<file path="src/rtl/ppt_pkg.sv">
package ppt_pkg;

   localparam int COORD_BITS = 12;
   localparam int ACCUM_BITS = 16;
   localparam int CFG_BITS   = 13;
   localparam int DELTA_BITS = 10;
   localparam int CSR_IDX_BITS = 2;

   localparam logic [CFG_BITS-1:0] SCREEN_WIDTH_RESET  = CFG_BITS'(320);
   localparam logic [CFG_BITS-1:0] SCREEN_HEIGHT_RESET = CFG_BITS'(200);

   localparam logic [CSR_IDX_BITS-1:0] CSR_SCREEN_WIDTH  = CSR_IDX_BITS'(0);
   localparam logic [CSR_IDX_BITS-1:0] CSR_SCREEN_HEIGHT = CSR_IDX_BITS'(1);

   localparam logic [1:0] POS_FIRST  = 2'd0;
   localparam logic [1:0] POS_SECOND = 2'd1;
   localparam logic [1:0] POS_THIRD  = 2'd2;

   // first packet byte: buttons in [2:0], X sign in 4, Y sign in 5
   localparam int SIGN_X_BIT = 4;
   localparam int SIGN_Y_BIT = 5;

   typedef enum logic {
      CMD_BYTE = 1'b0,
      CMD_READ = 1'b1
   } cmd_type;

endpackage

</file>
<file path="src/rtl/ppt_axis.sv">
module ppt_axis (
   input  logic [ppt_pkg::COORD_BITS-1:0]        pos,
   input  logic signed [ppt_pkg::DELTA_BITS-1:0] delta,
   input  logic [ppt_pkg::CFG_BITS-1:0]          bound_reg,
   input  logic signed [ppt_pkg::ACCUM_BITS-1:0] acc,
   output logic [ppt_pkg::COORD_BITS-1:0]        new_pos,
   output logic signed [ppt_pkg::ACCUM_BITS-1:0] new_acc
);
   import ppt_pkg::*;

   localparam int BW = (CFG_BITS > COORD_BITS + 1) ? CFG_BITS : COORD_BITS + 1;
   localparam int SW = COORD_BITS + 2;
   localparam int CW = (BW > SW) ? BW : SW;
   localparam int AW = ACCUM_BITS + 1;
   localparam logic [BW-1:0] TOP = BW'(1) << COORD_BITS;
   localparam logic signed [ACCUM_BITS-1:0] ACC_HI = {1'b0, {(ACCUM_BITS-1){1'b1}}};
   localparam logic signed [ACCUM_BITS-1:0] ACC_LO = {1'b1, {(ACCUM_BITS-1){1'b0}}};

   logic [BW-1:0]        reg_ext;
   logic [BW-1:0]        bound;
   logic signed [SW-1:0] moved;
   logic signed [AW-1:0] acc_sum;

   always_comb begin
      reg_ext = BW'(bound_reg);
      if (reg_ext == '0) begin
         bound = BW'(1);
      end else if (reg_ext > TOP) begin
         bound = TOP;
      end else begin
         bound = reg_ext;
      end
   end

   assign moved = $signed({2'b00, pos}) + SW'(delta);

   always_comb begin
      if (moved < 0) begin
         new_pos = '0;
      end else if (CW'($unsigned(moved)) >= CW'(bound)) begin
         new_pos = COORD_BITS'(bound - BW'(1));
      end else begin
         new_pos = COORD_BITS'(moved);
      end
   end

   assign acc_sum = AW'(acc) + AW'(delta);

   always_comb begin
      if (acc_sum[AW-1] != acc_sum[AW-2]) begin
         new_acc = acc_sum[AW-1] ? ACC_LO : ACC_HI;
      end else begin
         new_acc = acc_sum[ACCUM_BITS-1:0];
      end
   end

endmodule

</file>
<file path="src/rtl/pointer_packet_tracker.sv">
// Path: a read item passes through the input register, then its result is
// captured in the result register.
// Throughput: one item per cycle; a read waits only while the result register
// is full and stalled.
// Reset: synchronous, active high; clears packet state, cursor, sums and
// buttons, and loads screen bounds 320 x 200.
module pointer_packet_tracker (
   input  logic                                  clock,
   input  logic                                  reset,
   input  logic                                  req_valid,
   output logic                                  req_stall,
   input  logic                                  req_cmd,
   input  logic [7:0]                            req_data_byte,
   input  logic                                  req_from_aux,
   output logic                                  rsp_valid,
   input  logic                                  rsp_stall,
   output logic [ppt_pkg::COORD_BITS-1:0]        rsp_pos_x,
   output logic [ppt_pkg::COORD_BITS-1:0]        rsp_pos_y,
   output logic signed [ppt_pkg::ACCUM_BITS-1:0] rsp_delta_x_sum,
   output logic signed [ppt_pkg::ACCUM_BITS-1:0] rsp_delta_y_sum,
   output logic                                  rsp_btn_left,
   output logic                                  rsp_btn_right,
   output logic                                  rsp_btn_middle,
   input  logic                                  csr_valid,
   output logic                                  csr_ready,
   input  logic [ppt_pkg::CSR_IDX_BITS-1:0]      csr_index,
   input  logic [ppt_pkg::CFG_BITS-1:0]          csr_data
);
   import ppt_pkg::*;

   logic [CFG_BITS-1:0] width_ff, height_ff;

   logic       s1_valid_ff;
   cmd_type    s1_cmd_ff;
   logic [7:0] s1_byte_ff;
   logic       s1_aux_ff;

   logic [7:0]                   first_ff, second_ff;
   logic [1:0]                   position_ff;
   logic [COORD_BITS-1:0]        cursor_x_ff, cursor_y_ff;
   logic signed [ACCUM_BITS-1:0] sum_dx_ff, sum_dy_ff;
   logic [2:0]                   buttons_ff;

   logic                         rsp_valid_ff;
   logic [COORD_BITS-1:0]        rsp_x_ff, rsp_y_ff;
   logic signed [ACCUM_BITS-1:0] rsp_dx_ff, rsp_dy_ff;
   logic [2:0]                   rsp_buttons_ff;

   logic s1_go, do_read, do_byte, req_take;
   logic signed [DELTA_BITS-1:0] dx, dy;
   logic signed [8:0]            dy_raw;
   logic [COORD_BITS-1:0]        cursor_x_in, cursor_y_in;
   logic signed [ACCUM_BITS-1:0] sum_dx_in, sum_dy_in;

   assign csr_ready = 1'b1;

   assign s1_go = !s1_valid_ff || (s1_cmd_ff != CMD_READ) || !rsp_valid_ff || !rsp_stall;
   assign req_stall = s1_valid_ff && !s1_go;
   assign req_take = req_valid && !req_stall;

   assign do_read   = s1_valid_ff && s1_go && (s1_cmd_ff == CMD_READ);
   assign do_byte   = s1_valid_ff && (s1_cmd_ff == CMD_BYTE) && s1_aux_ff;

   assign dx     = DELTA_BITS'($signed({first_ff[SIGN_X_BIT], second_ff}));
   assign dy_raw = $signed({first_ff[SIGN_Y_BIT], s1_byte_ff});
   assign dy     = -DELTA_BITS'(dy_raw);

   ppt_axis u_axis_x (
      .pos       (cursor_x_ff),
      .delta     (dx),
      .bound_reg (width_ff),
      .acc       (sum_dx_ff),
      .new_pos   (cursor_x_in),
      .new_acc   (sum_dx_in)
   );

   ppt_axis u_axis_y (
      .pos       (cursor_y_ff),
      .delta     (dy),
      .bound_reg (height_ff),
      .acc       (sum_dy_ff),
      .new_pos   (cursor_y_in),
      .new_acc   (sum_dy_in)
   );

   always_ff @(posedge clock) begin
      if (reset) begin
         width_ff  <= SCREEN_WIDTH_RESET;
         height_ff <= SCREEN_HEIGHT_RESET;
      end else if (csr_valid && csr_ready) begin
         unique case (csr_index)
            CSR_SCREEN_WIDTH:  width_ff  <= csr_data;
            CSR_SCREEN_HEIGHT: height_ff <= csr_data;
            default: ;
         endcase
      end
   end

   always_ff @(posedge clock) begin
      if (reset) begin
         s1_valid_ff <= 1'b0;
      end else if (!req_stall) begin
         s1_valid_ff <= req_valid;
      end
   end

   always_ff @(posedge clock) begin
      if (req_take) begin
         s1_cmd_ff  <= cmd_type'(req_cmd);
         s1_byte_ff <= req_data_byte;
         s1_aux_ff  <= req_from_aux;
      end
   end

   always_ff @(posedge clock) begin
      if (reset) begin
         first_ff    <= '0;
         second_ff   <= '0;
         position_ff <= POS_FIRST;
         cursor_x_ff <= '0;
         cursor_y_ff <= '0;
         sum_dx_ff   <= '0;
         sum_dy_ff   <= '0;
         buttons_ff  <= '0;
      end else if (do_read) begin
         sum_dx_ff <= '0;
         sum_dy_ff <= '0;
      end else if (do_byte) begin
         case (position_ff)
            POS_FIRST: begin
               first_ff    <= s1_byte_ff;
               position_ff <= POS_SECOND;
            end
            POS_SECOND: begin
               second_ff   <= s1_byte_ff;
               position_ff <= POS_THIRD;
            end
            default: begin
               position_ff <= POS_FIRST;
               buttons_ff  <= first_ff[2:0];
               cursor_x_ff <= cursor_x_in;
               cursor_y_ff <= cursor_y_in;
               sum_dx_ff   <= sum_dx_in;
               sum_dy_ff   <= sum_dy_in;
            end
         endcase
      end
   end

   always_ff @(posedge clock) begin
      if (reset) begin
         rsp_valid_ff <= 1'b0;
      end else if (do_read) begin
         rsp_valid_ff <= 1'b1;
      end else if (!rsp_stall) begin
         rsp_valid_ff <= 1'b0;
      end
   end

   always_ff @(posedge clock) begin
      if (do_read) begin
         rsp_x_ff       <= cursor_x_ff;
         rsp_y_ff       <= cursor_y_ff;
         rsp_dx_ff      <= sum_dx_ff;
         rsp_dy_ff      <= sum_dy_ff;
         rsp_buttons_ff <= buttons_ff;
      end
   end

   assign rsp_valid       = rsp_valid_ff;
   assign rsp_pos_x       = rsp_x_ff;
   assign rsp_pos_y       = rsp_y_ff;
   assign rsp_delta_x_sum = rsp_dx_ff;
   assign rsp_delta_y_sum = rsp_dy_ff;
   assign rsp_btn_left    = rsp_buttons_ff[0];
   assign rsp_btn_right   = rsp_buttons_ff[1];
   assign rsp_btn_middle  = rsp_buttons_ff[2];

endmodule
</file>
<file path="config.mk">
export PLATFORM = sky130hd
export DESIGN_NAME = pointer_packet_tracker
export DESIGN_NICKNAME = d
export VERILOG_FILES = /design/src/rtl/ppt_pkg.sv /design/src/rtl/ppt_axis.sv /design/src/rtl/pointer_packet_tracker.sv
export SDC_FILE = /design/constraint.sdc
export NUM_CORES = 1
export LEC_CHECK = 0
export BUFFER_PORTS_ARGS = -buffer_cell sky130_fd_sc_hd__buf_2
export CAP_MARGIN = 20
export CORE_ASPECT_RATIO = 0.8
export CORE_MARGIN = 3
export CORE_UTILIZATION = 52
export CTS_CLUSTER_DIAMETER = 80
export CTS_CLUSTER_SIZE = 40
export DETAILED_ROUTE_END_ITERATION = 8
export MAX_ROUTING_LAYER = met4
export PLACE_DENSITY_LB_ADDON = 0.12
export SETUP_SLACK_MARGIN = 0.3
export SYNTH_ARGS = -nofsm -noshare
export SYNTH_HDL_FRONTEND = slang
export SYNTH_SLANG_ARGS = --single-unit
</file>
<file path="constraint.sdc">
create_clock -name clock -period 12.4 [get_ports clock]
set_input_delay 0 -clock clock [delete_from_list [all_inputs] [get_ports clock]]
set_output_delay 0 -clock clock [all_outputs]
set_load 0.05 [all_outputs]
</file>
==> out/metrics.csv, run 1 <==
stage;metric;value;unit
final_layout;syn2layout_area_growth;15.0;%
floorplan;initial_core_util;0.542;
route;route.detailed.drc;0;
cts;clk_pin_slew_worst_paths;60;ps
setup_path;max_stage_delay;700;ps
floorplan;boundaryPins;92;
logic_synthesis;synth_nets;1183;
final_layout;stdcell_area;11500;um2
setup_path;path_class;flip-flop to flip-flop;
logic_synthesis;synth_top_flop_cell;dfxtp_1;
logic_synthesis;async_flop_share;0;
setup_path;crit_fanout;8;
worst_hold_path;whs_endpoint;width_ff[0]$_SDFFE_PP0P_;
setup_path;arrival;5230;ps
floorplan;die_area;21000;um2
timing;finalMaxSlewViolations;0;
final_layout;antenna_cells;0;
route;first_pass_iters;5;
final_layout;layout.cells.most_common_list;nand2_1 (142), a21oi_1 (103), dfxtp_1 (102);
setup_path;reg2reg_from;s1_byte_ff[0]$_DFFE_PP_;
timing;fin_skew;11.6;ps
route;first_iter_violations;552;
timing;min_period_over_period;0.396;
setup_path;path_cells;inv_1, ha_1, xnor2_1, ha_1, nor2b_1, o21ai_1, a21oi_1, o41a_1, xor2_1, ha_1, a2111oi_0, a211oi_1, o41ai_1, buf_4, nand3_1, a32o_1;
place;gp_congestion;0.876;
final_layout;final_cells;1431;
logic_synthesis;yosysWarnings;0;
cts;cts_hold_buf;25;
run;cap_violations;0;
logic_synthesis;synth_area_per_cell;9.44;um2
setup_path;cp_common_cell;ha_1;
floorplan;rows;44;
timing;min_period;4900;ps
route;avgViaCountPerCell;5.70;
cts;clock-sinks;171;
floorplan;coreArea;18500;um2
timing;finalHoldViolCount;0;
global_routing;grt_pass1_vias;7691;
cts;cts_buffers;17;
floorplan;die_h;130;um
timing;slew_headroom;0.276;
setup_path;reg2reg_to;cursor_y_ff[1]$_SDFFE_PP0P_;
global_routing;antenna_found_initial;0;
logic_synthesis;synth_edf_count;69;
setup_path;critPathCaptureType;flip-flop;
timing;setup_viol;0;
logic_synthesis;synth_cell_types;79;
logic_synthesis;ys_seq_elements;171;
cts;post_cts_resized;0;
setup_path;cp-start-kind;flip-flop;
place;post-dp-hpwl;16900;um
worst_hold_path;hold_path_depth;5;
power_and_ir_drop;p_per_area;109;nW/um2
place;placed_area;10700;um2
cts;htree_levels;4;
final_layout;drive_gt1_frac;0.130;
logic_synthesis;synth_area;10000;um2
setup_path;ff2ff_path_depth;16;
cts;clk_latency;440;ps
route;drt_wl_total;23300;um
logic_synthesis;ys_seq_area_frac;0.411;
route;vias;8152;
timing;setup_tns;0;ps
logic_synthesis;netlist_instances;1061;
global_routing;overflow;0;
place;portBuffers;90;
global_routing;track_usage;0.233;
timing;worst_slew_pin_slew;1080;ps
worst_hold_path;hold_path_class;primary input to flip-flop;
floorplan;fp.dieW;161;um
cts;cts-root-buf;clkbuf_16;
power_and_ir_drop;irDropWorstVdd;0.0000918;V
global_routing;grt_max_degree;61;
worst_hold_path;min_from;csr_index[0];
timing;max_freq;204;MHz
route;ant_nets;0;
final_layout;final_nets;1287;
setup_path;crit_family;compound AO/OA/AOI/OAI gates;
setup_path;worstPathRequired;12730;ps
setup_path;critical_path_buf_inv_count;2;
setup_path;r2r_slack;7500;ps
run_status;status;complete, no violations;
power_and_ir_drop;leakagePower;0.00468;uW
cts;cts_tree;done;
setup_path;critPathSlowestCell;o41ai_1;
power_and_ir_drop;power;1260;uW
final_layout;final_common_cell;nand2_1;
cts;cts.path.max_buffers;2;
timing;grt_setup_unrepaired;false;
global_routing;grt_pass1_wl;38200;um
route;avgRoutedWirePerCell;16.3;um
final_layout;fillers;1573;
place;place_inst;1372;
cts;post_cts_buffers;0;
[worst max path at each step]
stage	from	end	slack, ps	depth (start not counted)
final	s1_byte_ff[0]$_DFFE_PP_	cursor_y_ff[1]$_SDFFE_PP0P_	7500	16
after global routing	s1_byte_ff[0]$_DFFE_PP_	cursor_y_ff[1]$_SDFFE_PP0P_	7050	16
after CTS	s1_byte_ff[0]$_DFFE_PP_	cursor_y_ff[1]$_SDFFE_PP0P_	7520	16
after detailed placement	s1_byte_ff[0]$_DFFE_PP_	cursor_y_ff[1]$_SDFFE_PP0P_	7550	16
after global placement	s1_byte_ff[0]$_DFFE_PP_	cursor_y_ff[1]$_SDFFE_PP0P_	7730	16
after floorplan	rsp_valid$_SDFFE_PP0P_	sum_dx_ff[10]$_SDFFE_PP0P_	7660	5
[synthesized netlist by cell type, types with 7 or more instances]
master,count,share of area
a211oi_1,13,0.0097
a21o_1,15,0.011
a21oi_1,104,0.052
a221o_1,13,0.013
a22o_1,9,0.0079
and3_1,9,0.0056
clkbuf_1,28,0.010
dfxtp_1,102,0.20
edfxtp_1,69,0.21
ha_1,88,0.11
inv_1,34,0.013
maj3_1,15,0.015
mux2i_1,8,0.0080
nand2_1,142,0.053
nand2b_1,17,0.011
nand3_1,28,0.014
nand3b_1,11,0.0082
nor2_1,61,0.023
nor2b_1,8,0.0050
nor3_1,31,0.015
o21a_1,7,0.0052
o21ai_0,47,0.023
o31ai_1,13,0.0097
xnor2_1,42,0.037
xor2_1,18,0.016
[cell type report]
type	instances	area, um2	area share
Inverter	35	131	0.0114
Sequential cell	171	4110	0.357
Clock inverter	11	108	0.00934
Multi-Input combinational cell	816	5610	0.487
Clock buffer	21	470	0.0408
Timing Repair Buffer	124	769	0.0668
Tap cell	253	317	0.0275
[worst reg2reg max path, delay by kind of cell, from the launching register on]
kind,cells,cell delay [ps]
AOI/OAI and AO/OA,7,2210
DFF,1,500
xor gates and xnor gates,2,520
buffers and inverters,2,430
adders and majority gates,3,900
and+or+nand+nor,2,230
[through the flow]
step           utilization  hold slack (ps)  setup slack, ps
2_1_floorplan            -             98.9             7660
3_3_place_gp         0.577              179             7730
3_5_place_dp         0.577              180             7550
4_1_cts              0.622             48.6             7520
5_1_grt              0.623             72.6             7050
6_report             0.623             61.7             7500
[metal layers]
metal  vias to the layer above  global-route usage  part of all wire
li1                       4133                   -                 -
met1                      3814               0.316              0.50
met2                       181               0.365              0.44
met3                        24              0.0441             0.043
met4                         0              0.0546             0.012
met5                         -                   -                 0
[cell families after synthesis]
logic type      share of synthesized area
flops                               0.411
compound gates                      0.196
buf+inv                            0.0310
other cells                      0.000374
mux                                0.0136
simple gates                        0.163
fa+ha+maj                           0.133
xor+xnor                           0.0525
[sequential cells by signal, indices dropped and copies added (netlist names)]
| name | cells |
|---|---|
| cursor_x_ff | 12 |
| rsp_buttons_ff | 3 |
| cursor_y_ff | 12 |
| rsp_pos_x | 12 |
| s1_cmd_ff | 1 |
| sum_dx_ff | 16 |
| rsp_valid | 1 |
| s1_valid_ff | 1 |
| position_ff | 2 |
| width_ff | 13 |
| second_ff | 8 |
| s1_byte_ff | 8 |
| sum_dy_ff | 16 |
| first_ff | 5 |
| rsp_pos_y | 12 |
| s1_aux_ff | 1 |
| rsp_delta_x_sum | 16 |
| buttons_ff | 3 |
| height_ff | 13 |
| rsp_delta_y_sum | 16 |
[report_power, final]
part           switching [uW]  internal, uW  total (uW)
registers                9.22           593         603
logic                    83.7          50.5         134
clock network             230           295         524
total                     323           938        1260
Note: power is estimated with default switching activity, not from simulation.
==> run 2: changes to the inputs <==
clock period = 4.1 ns   (was 12.4 ns; I/O delays follow)
==> run 2 against run 1 <==
Net effect: final cell count up 4.8%; register-to-register slack worse by 7500 ps; largest power group unchanged; combinational power rose to 4.0 times the previous value; core utilization up 6.9 points; count of clock-buffer cells in the layout down 3; die area unchanged; sequential power rose to 3.0 times the previous value; routed wire length up 11%; flip-flop and latch count unchanged; cell area up 11%.
==> out/metrics.csv, run 2 (same netlist as run 1, synthesis figures left out) <==
stage;metric;value;unit
cts;cts_tree;done;
setup_path;worstPathRequired;4420;ps
setup_path;arrival;4400;ps
timing;finalWorstSetupSlack;15.3;ps
power_and_ir_drop;p_comb_frac;0.134;
place;portBuffers;90;
final_layout;syn2layout_area_growth;27.8;%
floorplan;fp.dieW;161;um
final_layout;fillers;1405;
timing;slew_headroom;0.332;
cts;htree_levels;4;
cts;clk_pin_slew_worst_paths;70;ps
timing;finalHoldViolCount;0;
cts;clock-sinks;171;
floorplan;die_h;130;um
cts;cts_buffers;17;
setup_path;critPathCaptureType;flip-flop;
route;vias;8642;
timing;max_freq;245;MHz
setup_path;reg2reg_from;s1_byte_ff[1]$_DFFE_PP_;
route;avgViaCountPerCell;5.76;
floorplan;initial_core_util;0.542;
route;first_pass_iters;5;
global_routing;track_usage;0.249;
power_and_ir_drop;irDropWorstVdd;0.000296;V
power_and_ir_drop;leakagePower;0.00518;uW
floorplan;die_area;21000;um2
route;ant_nets;0;
power_and_ir_drop;p_int;2940;uW
route;avgRoutedWirePerCell;17.3;um
power_and_ir_drop;switching_share;0.263;
global_routing;grt_max_degree;60;
setup_path;cp-start-kind;flip-flop;
cts;clk_latency;430;ps
floorplan;coreArea;18500;um2
route;first_iter_violations;650;
timing;setup_tns;0;ps
power_and_ir_drop;p_per_area;311;nW/um2
global_routing;grt_pass1_vias;7993;
route;drt_wl_total;26000;um
timing;setup_viol;0;
place;dpl_worst_slack;-110;ps
timing;fin_skew;8.91;ps
power_and_ir_drop;pwr-share-seq;0.456;
cts;cts-root-buf;clkbuf_16;
global_routing;grt_pass1_wl;40700;um
timing;min_period_over_period;0.996;
worst_hold_path;min_from;csr_index[1];
power_and_ir_drop;power_frac_clock;0.410;
cts;cts.path.max_buffers;2;
place;post-dp-hpwl;17700;um
timing;worst_slew_pin_slew;998;ps
final_layout;layout.cells.most_common_list;nand2_1 (137), dfxtp_1 (100), a21oi_1 (91);
timing;grt_setup_unrepaired;true;
setup_path;crit_fanout;5;
final_layout;final_nets;1356;
timing;worst_hold_slack;58.1;ps
setup_path;path_class;flip-flop to flip-flop;
power_and_ir_drop;p_sw;1050;uW
global_routing;antenna_found_initial;0;
run;cap_violations;0;
timing;finalMaxSlewViolations;0;
setup_path;startpoint;s1_byte_ff[1]$_DFFE_PP_;
floorplan;boundaryPins;92;
worst_hold_path;hold_path_class;primary input to flip-flop;
floorplan;rows;44;
route;route.detailed.drc;0;
run_status;status;complete, no violations;
place;gp_congestion;0.931;
global_routing;overflow;0;
setup_path;r2r_slack;20;ps
final_layout;drive_gt1_frac;0.255;
final_layout;antenna_cells;0;
timing;min_period;4080;ps
final_layout;final_common_cell;nand2_1;
==> run 2: cell types whose count changed in the layout (fill, tap and decap cells not counted), moves of 7 or more <==
| cell | change |
|---|---|
| a21oi_1 | -12 |
| a21oi_2 | +11 |
| buf_4 | +54 |
| buf_6 | +15 |
| ha_1 | -16 |
| ha_4 | +12 |
| nor3_1 | -12 |
| nor3_2 | +12 |
| o21ai_0 | -7 |
| xnor2_1 | -7 |
==> run 2: through the flow <==
| stage | instance area [um2] | cells | total power, uW | util |
|---|---|---|---|---|
| 2_1_floorplan | 10100 | 1061 | 2150 | - |
| 3_3_place_gp | 11000 | 1408 | 2270 | 0.595 |
| 3_5_place_dp | 11000 | 1409 | 2270 | 0.595 |
| 4_1_cts | 12400 | 1489 | 3960 | 0.668 |
| 5_1_grt | 12800 | 1500 | 4130 | 0.692 |
| 6_report | 12800 | 1500 | 3990 | 0.692 |
==> run 2: worst paths after layout <==
path,to,depth (start not counted)
hold / removal,width_ff[12]$_SDFFE_PP0P_,5
hold reg to reg,rsp_buttons_ff[2]$_DFFE_PP_,0
setup / recovery,cursor_y_ff[10]$_SDFFE_PP0P_,21
setup reg to reg,cursor_y_ff[10]$_SDFFE_PP0P_,21
==> run 2: repair_timing <==
action                                  in CTS  in global routing
pin swaps                                   19                 57
cloned                                       1                  0
hold buffers                                25                  0
endpoints found under the hold margin       38                  0
endpoints found under the setup margin      23                 39
buffers inserted                            22                 11
resized for setup                           61                 71
==> run 2: critical path: stages (launching register included) <==
cell	delay, ps
edfxtp_1	440
inv_2	110
ha_4	170
nand2_1	100
xor2_2	250
ha_4	260
o21ai_2	150
a21oi_2	50
o41a_1	410
buf_4	160
a21oi_2	120
nor2_2	60
o41ai_2	350
xnor2_1	130
ha_1	280
o21ai_1	60
nor2_1	170
buf_4	160
o41ai_4	90
buf_6	160
a221oi_2	210
a21oi_1	70
==> run 2: power groups by stage <==
stage / clock network (uW) / logic [uW] / registers [uW]
after floorplan: 0 / 249 / 1900
after global placement: 0 / 413 / 1860
after detailed placement: 0 / 418 / 1860
after CTS: 1660 / 481 / 1820
after global routing: 1730 / 577 / 1820
final: 1630 / 535 / 1820
==> run 2: layout make-up <==
cell class / count / area [um2] / area share
Clock buffer: 18 / 429 / 0.0335
Tap cell: 253 / 317 / 0.0247
Timing Repair Buffer: 193 / 1360 / 0.106
Clock inverter: 14 / 159 / 0.0124
Sequential cell: 171 / 4120 / 0.322
Inverter: 35 / 131 / 0.0103
Multi-Input combinational cell: 816 / 6290 / 0.491
==> run 2: metal layers <==
| layer | vias to the layer above | global-route usage | wire (um) |
|---|---|---|---|
| li1 | 4279 | - | - |
| met1 | 4032 | 0.337 | 12100 |
| met2 | 288 | 0.390 | 11900 |
| met3 | 43 | 0.0486 | 1460 |
| met4 | 0 | 0.0622 | 482 |
| met5 | - | - | 0 |
